--- config.mk ---
export PLATFORM = sky130hd
export DESIGN_NAME = vu_meter_peak_hold
export DESIGN_NICKNAME = d
export VERILOG_FILES = /design/src/rtl/core/vump_pkg.sv /design/src/rtl/core/vump_peak_mem.sv /design/src/rtl/core/vu_meter_peak_hold.sv
export SDC_FILE = /design/constraint.sdc
export NUM_CORES = 1
export LEC_CHECK = 0
export ABC_AREA = 1
export BUFFER_PORTS_ARGS = -buffer_cell sky130_fd_sc_hd__buf_2
export CAP_MARGIN = 40
export CORE_MARGIN = 2
export CORE_UTILIZATION = 45
export CTS_BUF_LIST = sky130_fd_sc_hd__clkbuf_8
export DETAILED_ROUTE_END_ITERATION = 6
export SLEW_MARGIN = 25
export SYNTH_ARGS = -nofsm -noshare
export SYNTH_HDL_FRONTEND = slang
export SYNTH_HIERARCHICAL = 1
export SYNTH_SLANG_ARGS = --single-unit
--- constraint.sdc ---
create_clock -name clk -period 8.6 [get_ports clk]
set_input_delay 0.86 -clock clk [delete_from_list [all_inputs] [get_ports clk]]
set_output_delay 0.86 -clock clk [all_outputs]
set_load 0.02 [all_outputs]
--- src/rtl/core/vump_pkg.sv ---
package vump_pkg;

  // Geometry of the meter.
  localparam int BANDS        = 7;
  localparam int SEGMENT_LEDS = 10;
  localparam int FULL_SCALE   = 200;
  localparam int LEVEL_SCALE  = 10;
  localparam int HUE_TOP      = 224;
  localparam int BRIGHT_MIN   = 16;

  // Peak memory layout: one entry per channel and band.
  localparam int ENTRIES  = 2 * BANDS;
  localparam int IDX_W    = $clog2(ENTRIES);
  localparam int CNT_W    = $clog2(ENTRIES + 1);
  localparam int PEAK_W   = $clog2(SEGMENT_LEDS + 1);
  localparam int STAMP_W  = 32;

  // Field widths of the word ports.
  localparam int BAND_W   = 3;
  localparam int LEVEL_W  = 8;
  localparam int HUE_W    = 8;
  localparam int BRIGHT_W = 8;

  // Bar arithmetic: 10*level and weight*slow both fit in MUL_W bits.
  localparam int MUL_W    = 12;
  localparam int D_W      = MUL_W + 1;

  // Brightness: fast*239/255, the division done as a reciprocal multiply.
  localparam int BRIGHT_NUM   = 239;
  localparam int T_W          = 16;
  localparam int RECIP_W      = 17;
  localparam int BRIGHT_RECIP = 32897;
  localparam int BRIGHT_SHIFT = 23;
  localparam int PROD_W       = T_W + RECIP_W;

  // Configuration port.
  localparam int CFG_IDX_W  = 2;
  localparam int CFG_DATA_W = 16;
  localparam int WEIGHT_W   = 4;

  localparam logic [CFG_IDX_W-1:0] CFG_HOLD     = 2'd0;
  localparam logic [CFG_IDX_W-1:0] CFG_INTERVAL = 2'd1;
  localparam logic [CFG_IDX_W-1:0] CFG_WEIGHT   = 2'd2;

  localparam logic [CFG_DATA_W-1:0] HOLD_RST     = 16'd150;
  localparam logic [CFG_DATA_W-1:0] INTERVAL_RST = 16'd150;
  localparam logic [WEIGHT_W-1:0]   WEIGHT_RST   = 4'd3;

  // Opcodes of the input word.
  localparam logic OP_SAMPLE = 1'b0;
  localparam logic OP_TICK   = 1'b1;

  typedef enum logic [2:0] {
    ST_IDLE,
    ST_S_MATH,
    ST_S_UPD,
    ST_T_CHK,
    ST_T_WALK
  } state_t;

  typedef struct packed {
    logic [PEAK_W-1:0]  peak;
    logic [STAMP_W-1:0] stamp;
  } peak_entry_t;

  typedef struct packed {
    logic              rd_en;
    logic [IDX_W-1:0]  rd_addr;
    logic              wr_en;
    logic [IDX_W-1:0]  wr_addr;
    peak_entry_t       wr_data;
  } mem_req_t;

  // Smallest scaled level that lights k LEDs.
  function automatic logic [D_W-1:0] bar_thr(input int k);
    int q;
    q = (k * FULL_SCALE + SEGMENT_LEDS - 1) / SEGMENT_LEDS;
    return D_W'(LEVEL_SCALE * q);
  endfunction

  // Band hue: 224 - floor(224*band/6).
  function automatic logic [HUE_W-1:0] band_hue(input logic [BAND_W-1:0] band);
    logic [HUE_W-1:0] h;
    unique case (band)
      3'd0:    h = 8'd224;
      3'd1:    h = 8'd187;
      3'd2:    h = 8'd150;
      3'd3:    h = 8'd112;
      3'd4:    h = 8'd75;
      3'd5:    h = 8'd38;
      3'd6:    h = 8'd0;
      default: h = 8'd0;
    endcase
    return h;
  endfunction

endpackage

--- src/rtl/core/vump_peak_mem.sv ---
module vump_peak_mem
  import vump_pkg::*;
(
  input  logic        clk,
  input  logic        rst_n,
  input  mem_req_t    req,
  output peak_entry_t rd_data
);

  peak_entry_t              entry_mem_r [ENTRIES];
  logic [ENTRIES-1:0]       valid_r;
  peak_entry_t              rd_data_r;
  logic                     rd_vld_r;

  // Storage array with a registered read port.
  always_ff @(posedge clk) begin
    if (req.wr_en) begin
      entry_mem_r[req.wr_addr] <= req.wr_data;
    end
    if (req.rd_en) begin
      rd_data_r <= entry_mem_r[req.rd_addr];
    end
  end

  // Per-entry valid bits; an entry never written reads as zero.
  always_ff @(posedge clk) begin
    if (!rst_n) begin
      valid_r  <= '0;
      rd_vld_r <= 1'b0;
    end else begin
      if (req.wr_en) begin
        valid_r[req.wr_addr] <= 1'b1;
      end
      if (req.rd_en) begin
        rd_vld_r <= valid_r[req.rd_addr];
      end
    end
  end

  assign rd_data = rd_vld_r ? rd_data_r : '0;

endmodule

--- src/rtl/core/vu_meter_peak_hold.sv ---
// VU meter bar graph with peak hold. A sample word (opcode 0) turns level minus
// a weighted share of slow_level into a bar of 0 to 10 LEDs, raises the held
// peak of its channel and band when the bar is longer, and returns one result
// word with bar, peak, hue and brightness; a sample for a band of 7 or more is
// dropped without a result. A tick word (opcode 1) gives no result; once the
// decay interval has passed it lowers by one every peak held longer than
// hold_ms. Held peaks and their time stamps live in a 14-entry memory with a
// registered read. A sample passes through ST_S_MATH and ST_S_UPD before the
// next acceptance and waits in ST_S_UPD while a previous result word is still
// stalled. A tick passes ST_T_CHK and, when decay is due, ST_T_WALK, where the
// single read port walks all 14 memory entries. The user must write registers
// through cfg_wr_en, cfg_index and cfg_wdata only while the block is idle; the
// block does not enforce this. After reset all peaks read as zero at once.
module vu_meter_peak_hold
  import vump_pkg::*;
(
  input  logic                  clk,
  input  logic                  rst_n,

  input  logic                  cfg_wr_en,
  input  logic [CFG_IDX_W-1:0]  cfg_index,
  input  logic [CFG_DATA_W-1:0] cfg_wdata,

  input  logic                  in_valid,
  output logic                  in_stall,
  input  logic                  in_opcode,
  input  logic                  in_channel,
  input  logic [BAND_W-1:0]     in_band,
  input  logic [LEVEL_W-1:0]    in_level,
  input  logic [LEVEL_W-1:0]    in_slow_level,
  input  logic [LEVEL_W-1:0]    in_fast_level,
  input  logic [STAMP_W-1:0]    in_now_ms,

  output logic                  out_valid,
  input  logic                  out_stall,
  output logic                  out_channel,
  output logic [BAND_W-1:0]     out_band,
  output logic [PEAK_W-1:0]     out_bar_length,
  output logic [PEAK_W-1:0]     out_peak_length,
  output logic                  out_peak_shown,
  output logic [HUE_W-1:0]      out_hue,
  output logic [BRIGHT_W-1:0]   out_brightness
);

  state_t state_r, state_nxt;

  // Configuration registers.
  logic [CFG_DATA_W-1:0] hold_r;
  logic [CFG_DATA_W-1:0] interval_r;
  logic [WEIGHT_W-1:0]   weight_r;

  // Latched input word.
  logic                  chan_r;
  logic [BAND_W-1:0]     band_r;
  logic [LEVEL_W-1:0]    level_r;
  logic [LEVEL_W-1:0]    slow_r;
  logic [LEVEL_W-1:0]    fast_r;
  logic [STAMP_W-1:0]    now_r;

  // Arithmetic stage.
  logic signed [D_W-1:0] d_r;
  logic [T_W-1:0]        t_r;

  logic [STAMP_W-1:0]    last_decay_r;

  // Decay walk.
  logic [CNT_W-1:0]      walk_cnt_r, walk_cnt_nxt;
  logic                  walk_wr_vld_r, walk_wr_vld_nxt;
  logic [IDX_W-1:0]      walk_wr_idx_r, walk_wr_idx_nxt;

  // Result word register.
  logic                  out_valid_r;
  logic                  out_chan_r;
  logic [BAND_W-1:0]     out_band_r;
  logic [PEAK_W-1:0]     out_bar_r;
  logic [PEAK_W-1:0]     out_peak_r;
  logic [HUE_W-1:0]      out_hue_r;
  logic [BRIGHT_W-1:0]   out_bright_r;

  mem_req_t              mem_req;
  peak_entry_t           mem_rd;

  logic                  in_acc;
  logic                  out_free;
  logic                  band_ok;
  logic [IDX_W-1:0]      in_idx;
  logic                  decay_due;
  logic                  walk_dec;
  logic                  walk_done;
  logic                  load_in;
  logic                  load_out;
  logic                  start_walk;

  logic [MUL_W-1:0]      lvl_scaled;
  logic [MUL_W-1:0]      slow_scaled;
  logic signed [D_W-1:0] d_nxt;
  logic [T_W-1:0]        t_nxt;
  logic [PEAK_W-1:0]     bar;
  logic                  bar_gt;
  logic [PEAK_W-1:0]     peak_new;
  logic [PROD_W-1:0]     bright_prod;
  logic [BRIGHT_W-1:0]   bright;

  vump_peak_mem u_mem (
    .clk     (clk),
    .rst_n   (rst_n),
    .req     (mem_req),
    .rd_data (mem_rd)
  );

  // Handshake and common conditions.
  assign in_acc    = in_valid && !in_stall;
  assign out_free  = !out_valid_r || !out_stall;
  assign band_ok   = (32'(in_band) < BANDS);
  assign in_idx    = in_channel ? IDX_W'(32'(in_band) + BANDS) : IDX_W'(in_band);
  assign decay_due = (now_r - last_decay_r) > {{(STAMP_W-CFG_DATA_W){1'b0}}, interval_r};
  assign walk_done = (walk_cnt_r == CNT_W'(ENTRIES));
  assign walk_dec  = walk_wr_vld_r && (mem_rd.peak != '0) &&
                     ((now_r - mem_rd.stamp) > {{(STAMP_W-CFG_DATA_W){1'b0}}, hold_r});

  // Scaled level difference and brightness numerator.
  always_comb begin
    lvl_scaled  = MUL_W'(level_r) * MUL_W'(LEVEL_SCALE);
    slow_scaled = MUL_W'(slow_r) * MUL_W'(weight_r);
    d_nxt       = $signed({1'b0, lvl_scaled}) - $signed({1'b0, slow_scaled});
    t_nxt       = T_W'(fast_r) * T_W'(BRIGHT_NUM);
  end

  // Bar length: count the thresholds the scaled difference reaches.
  always_comb begin
    bar = '0;
    for (int k = 1; k <= SEGMENT_LEDS; k++) begin
      if (d_r >= $signed(bar_thr(k))) begin
        bar = bar + 1'b1;
      end
    end
    bar_gt   = (bar > mem_rd.peak);
    peak_new = bar_gt ? bar : mem_rd.peak;
  end

  // Brightness: floor(t/255) by reciprocal multiply, then offset.
  always_comb begin
    bright_prod = PROD_W'(t_r) * PROD_W'(BRIGHT_RECIP);
    bright      = BRIGHT_W'(bright_prod >> BRIGHT_SHIFT) + BRIGHT_W'(BRIGHT_MIN);
  end

  // Next state.
  always_comb begin
    state_nxt = state_r;
    unique case (state_r)
      ST_IDLE: begin
        if (in_acc) begin
          if (in_opcode == OP_TICK) begin
            state_nxt = ST_T_CHK;
          end else if (band_ok) begin
            state_nxt = ST_S_MATH;
          end
        end
      end
      ST_S_MATH: state_nxt = ST_S_UPD;
      ST_S_UPD: begin
        if (out_free) begin
          state_nxt = ST_IDLE;
        end
      end
      ST_T_CHK:  state_nxt = decay_due ? ST_T_WALK : ST_IDLE;
      ST_T_WALK: begin
        if (walk_done) begin
          state_nxt = ST_IDLE;
        end
      end
      default:   state_nxt = ST_IDLE;
    endcase
  end

  // Control outputs and memory requests.
  always_comb begin
    in_stall        = (state_r != ST_IDLE);
    load_in         = 1'b0;
    load_out        = 1'b0;
    start_walk      = 1'b0;
    walk_cnt_nxt    = walk_cnt_r;
    walk_wr_vld_nxt = 1'b0;
    walk_wr_idx_nxt = walk_wr_idx_r;
    mem_req         = '0;
    unique case (state_r)
      ST_IDLE: begin
        load_in         = in_acc;
        mem_req.rd_en   = in_acc && (in_opcode == OP_SAMPLE) && band_ok;
        mem_req.rd_addr = in_idx;
      end
      ST_S_MATH: begin
      end
      ST_S_UPD: begin
        load_out                = out_free;
        mem_req.wr_en           = out_free && bar_gt;
        mem_req.wr_addr         = IDX_W'(chan_r ? 32'(band_r) + BANDS : 32'(band_r));
        mem_req.wr_data.peak    = bar;
        mem_req.wr_data.stamp   = now_r;
      end
      ST_T_CHK: begin
        start_walk   = decay_due;
        walk_cnt_nxt = '0;
      end
      ST_T_WALK: begin
        // Read one entry per cycle, write back the previous one when its peak decays.
        if (!walk_done) begin
          mem_req.rd_en   = 1'b1;
          mem_req.rd_addr = walk_cnt_r[IDX_W-1:0];
          walk_wr_vld_nxt = 1'b1;
          walk_wr_idx_nxt = walk_cnt_r[IDX_W-1:0];
          walk_cnt_nxt    = walk_cnt_r + 1'b1;
        end
        mem_req.wr_en         = walk_dec;
        mem_req.wr_addr       = walk_wr_idx_r;
        mem_req.wr_data.peak  = mem_rd.peak - 1'b1;
        mem_req.wr_data.stamp = mem_rd.stamp;
      end
      default: begin
      end
    endcase
  end

  // Control registers.
  always_ff @(posedge clk) begin
    if (!rst_n) begin
      state_r       <= ST_IDLE;
      hold_r        <= HOLD_RST;
      interval_r    <= INTERVAL_RST;
      weight_r      <= WEIGHT_RST;
      last_decay_r  <= '0;
      walk_cnt_r    <= '0;
      walk_wr_vld_r <= 1'b0;
      out_valid_r   <= 1'b0;
    end else begin
      state_r       <= state_nxt;
      walk_cnt_r    <= walk_cnt_nxt;
      walk_wr_vld_r <= walk_wr_vld_nxt;
      if (cfg_wr_en) begin
        unique case (cfg_index)
          CFG_HOLD:     hold_r     <= cfg_wdata;
          CFG_INTERVAL: interval_r <= cfg_wdata;
          CFG_WEIGHT:   weight_r   <= cfg_wdata[WEIGHT_W-1:0];
          default: begin
          end
        endcase
      end
      if (start_walk) begin
        last_decay_r <= now_r;
      end
      if (load_out) begin
        out_valid_r <= 1'b1;
      end else if (!out_stall) begin
        out_valid_r <= 1'b0;
      end
    end
  end

  // Payload registers.
  always_ff @(posedge clk) begin
    walk_wr_idx_r <= walk_wr_idx_nxt;
    if (load_in) begin
      chan_r  <= in_channel;
      band_r  <= in_band;
      level_r <= in_level;
      slow_r  <= in_slow_level;
      fast_r  <= in_fast_level;
      now_r   <= in_now_ms;
    end
    if (state_r == ST_S_MATH) begin
      d_r <= d_nxt;
      t_r <= t_nxt;
    end
    if (load_out) begin
      out_chan_r   <= chan_r;
      out_band_r   <= band_r;
      out_bar_r    <= bar;
      out_peak_r   <= peak_new;
      out_hue_r    <= band_hue(band_r);
      out_bright_r <= bright;
    end
  end

  assign out_valid       = out_valid_r;
  assign out_channel     = out_chan_r;
  assign out_band        = out_band_r;
  assign out_bar_length  = out_bar_r;
  assign out_peak_length = out_peak_r;
  assign out_peak_shown  = (out_peak_r > PEAK_W'(1));
  assign out_hue         = out_hue_r;
  assign out_brightness  = out_bright_r;

endmodule
==> run_results.csv <==
group,metric,value,unit
pwr,p_leak,17.50,nW
placed_design,place_hpwl,65660,um
setup_path,cp_common_cell,"inv_1",
timing,worst_slack,0.6772,ns
global_routing,grt_start_max_net_pins,197,
finish,drive_gt1_frac,0.1064,
cts,clk_pin_slew,0.06,ns
pwr,vdd_drop_max,0.0002723,V
synthesis,synth_edf_count,657,
placed_design,io_buffer_count,114,
cts,cts_setup_buffers,0,
die,dieWidth,299.2,um
timing,finalSetupViolCount,0,
setup_path,arrival,8.41,ns
synthesis,synth_ff_type,"edfxtp_1",
timing,hold_viol_final,0,
detailed_routing,first_pass_iters,7,
setup_path,slowest_delay,0.55,ns
placed_design,routabilityCongestion,0.9093,
finish,final_util,0.5077,
pwr,pwr_density_cell,335.9,nW/um2
setup_path,critical_path_peak_fanout,20,
synthesis,synth_top_area_frac,0.5030,
global_routing,overflow,0,
cts,cts_tree,"done",
cts,cts_resized,0,
flow_run,maxCapViolations,0,
detailed_routing,wirelength,97550,um
timing,maxSlewViolCount,0,
finish,multiInputGateArea,15500,um2
setup_path,critPathCaptureType,"register",
setup_path,setup.worst_path.class,"reg -> reg",
global_routing,antenna_found_initial,2,
cts,max-clock-path-buffers,3,
detailed_routing,drt-wirelength-per-cell,18.31,um
synthesis,async_flop_share,0,
die,top_level_ports,115,
timing,rsz0062_at_grt,"no",
die,initial_core_util,0.4528,
detailed_routing,dr_total_vias,28130,
die,std_cell_rows,108,
finish,regArea,21570,um2
worst_hold_path,hp-class,"in -> reg",
synthesis,yosysSeqAreaShare,0.5500,
setup_path,start_kind,"register",
timing,period_minus_slack,7.923,ns
setup_path,critPathTopFamily,"simple AND/OR/NAND/NOR gates",
timing,fmax,0.1262,GHz
finish,fin_nets,4465,
die,fp.dieArea,89530,um2
synthesis,synth_cell_types,60,
global_routing,grt_pass1_wl,151400,um
finish,nFillCells,7834,
synthesis,netlist_area,39220,um2
timing,final.setup.tns,0,ns
timing,tightest_slew,1.008,ns
synthesis,synth_area_leaders,"edfxtp_1, ha_1, nor2_1",
setup_path,required,9.08,ns
synthesis,avgSynthCellArea,10.04,um2
detailed_routing,drtIter0Drc,2389,
setup_path,path_buf_inv,11,
placed_design,place_ws,0.7193,ns
synthesis,ys_ff_latch,749,
global_routing,first_global_vias,27250,
cts,cts.sinks,749,
synthesis,synth_warnings,6,
cts,root_buffer,"clkbuf_8",
global_routing,grt_use_total,0.2157,
setup_path,crit_slowest_cell,"nor2_4",
detailed_routing,drc,0,
timing,clock_skew,0.03766,ns
outcome,status,"complete, no violations",
die,core,86620,um2
finish,syn_to_final_growth,12.14,%
synthesis,syn_inst,3905,
timing,relSlewSlack,0.3278,
cts,cts-htree-levels,4,
detailed_routing,ant_nets,0,
synthesis,synth_nets,4296,
timing,period_share,0.9213,
cts,postCtsHoldBufs,0,
synthesis,yosys.area.top_type,"edfxtp_1",
die,die_h,299.2,um
detailed_routing,viasPerCell,5.279,
cts,cts_buffers,130,
cts,worst_skew_pair.late_latency,0.80,ns
## cells in the final DEF (no fill, tap or decap), drive strengths merged, types with 2 or more instances in the layout
cell type / netlist / routed
clkinvlp: 0 / 2
edfxtp: 657 / 657
bufinv: 0 / 6
a211oi: 7 / 7
and2: 4 / 4
a32o: 3 / 3
inv: 446 / 500
o31ai: 3 / 3
a221oi: 2 / 2
ha: 255 / 255
clkinv: 1 / 28
diode: 0 / 2
nand3b: 9 / 9
buf: 60 / 181
o221ai: 8 / 8
nor2: 574 / 574
fa: 52 / 52
a31oi: 11 / 11
clkbuf: 85 / 141
nand3: 154 / 154
nand4: 13 / 13
nor4: 7 / 7
or2: 5 / 5
and3: 2 / 2
nor3b: 2 / 2
o21a: 4 / 4
o211ai: 85 / 85
a21oi: 229 / 229
a21boi: 4 / 4
nand2: 520 / 520
dfxtp: 92 / 92
xor2: 59 / 59
xnor2: 27 / 27
o21ai: 381 / 381
nor3: 26 / 26
a21o: 19 / 19
o21bai: 18 / 18
o22ai: 75 / 75
## worst paths after layout
check / depth (start not counted) / to / slack [ns] / from
hold reg to reg: 2 / interval_r[5]$_SDFFE_PN0P_ / 0.46 / interval_r[5]$_SDFFE_PN0P_
hold / removal: 1 / fast_r[7]$_DFFE_PP_ / 0.24 / in_fast_level[7]
setup / recovery: 42 / u_mem/entry_mem_r[9][4]$_DFFE_PP_ / 0.68 / d_r[12]$_DFFE_PN_
setup reg to reg: 42 / u_mem/entry_mem_r[9][4]$_DFFE_PP_ / 0.68 / d_r[12]$_DFFE_PN_
## report_power, final
group	total (mW)	internal [mW]	leakage, nW	switching (mW)
registers	4.92	4.68	6.78	0.234
logic	6.66	2.33	9.25	4.32
clock network	3.20	1.71	1.47	1.49
total	14.8	8.72	17.5	6.05
## flip-flops by register name, summed over array words and instances, names as in the netlist, 7 cells and up
register and cells:
interval_r 16, d_r 10, fast_r 8, out_brightness 8, u_mem/entry_mem_r 504, last_decay_r 32
slow_r 8, t_r 16, now_r 32, hold_r 16, u_mem/rd_data_r 36, out_hue 7
level_r 8, u_mem/valid_r 14
## final cells by class
type | count | area share
inverter | 447 | 0.03832
clock buffer | 140 | 0.04381
multi-input combinational | 2564 | 0.3524
tap | 1155 | 0.03286
sequential | 749 | 0.4905
antenna | 2 | 0.0001138
timing repair buffer | 182 | 0.02763
clock inverter | 89 | 0.01434
## metal layers
metal  up-vias  routed length [um]  global-route usage
met4         0                2085             0.06631
met3       146                6291             0.04146
met1     13350               45360              0.3077
li1      13830                   -                   -
met5         -                   0                   0
met2       796               43810              0.3339
## Yosys cell counts (all sizes together), types with 4 or more instances
| master | number |
|---|---|
| a31oi | 11 |
| nor3 | 26 |
| edfxtp | 657 |
| o22ai | 75 |
| fa | 52 |
| a211oi | 7 |
| a21boi | 4 |
| a21oi | 229 |
| o21ai | 381 |
| dfxtp | 92 |
| nor4 | 7 |
| nand2 | 520 |
| ha | 255 |
| and2 | 4 |
| o221ai | 8 |
| o211ai | 85 |
| inv | 446 |
| o21a | 4 |
| o21bai | 18 |
| a21o | 19 |
| xor2 | 59 |
| nand3 | 154 |
| nand4 | 13 |
| nor2 | 574 |
| buf | 60 |
| or2 | 5 |
| nand3b | 9 |
| clkbuf | 85 |
| xnor2 | 27 |
## metrics by stage
stage | cells | power (mW) | cell area (um2) | hold WS (ns)
after floorplan | 3905 | 9.798 | 39220 | 0.4353
after global placement | 5089 | 11.54 | 41270 | 0.4488
after detailed placement | 5092 | 11.63 | 41380 | 0.4573
after CTS | 5321 | 14.89 | 43940 | 0.1703
after global routing | 5327 | 15.96 | 43980 | 0.1983
final | 5328 | 14.77 | 43980 | 0.2433
## worst register-to-register path: cells and delay by family (launching register included)
kind / cells / cell delay [ns]
AO/OA/AOI/OAI: 8 / 1.68
AND/OR/NAND/NOR: 17 / 2.48
buffers and inverters: 11 / 1.29
flip-flops: 1 / 0.50
adder cells (fa/ha/maj): 6 / 1.70
## cells by family after synthesis
logic type               synth area share
adder cells (fa/ha/maj)            0.1079
AO/OA/AOI/OAI                      0.1234
flip-flops                         0.5500
AND/OR/NAND/NOR                    0.1387
XOR/XNOR                          0.01940
buffers and inverters             0.06052
No activity file was read; power rests on OpenSTA's default activity.
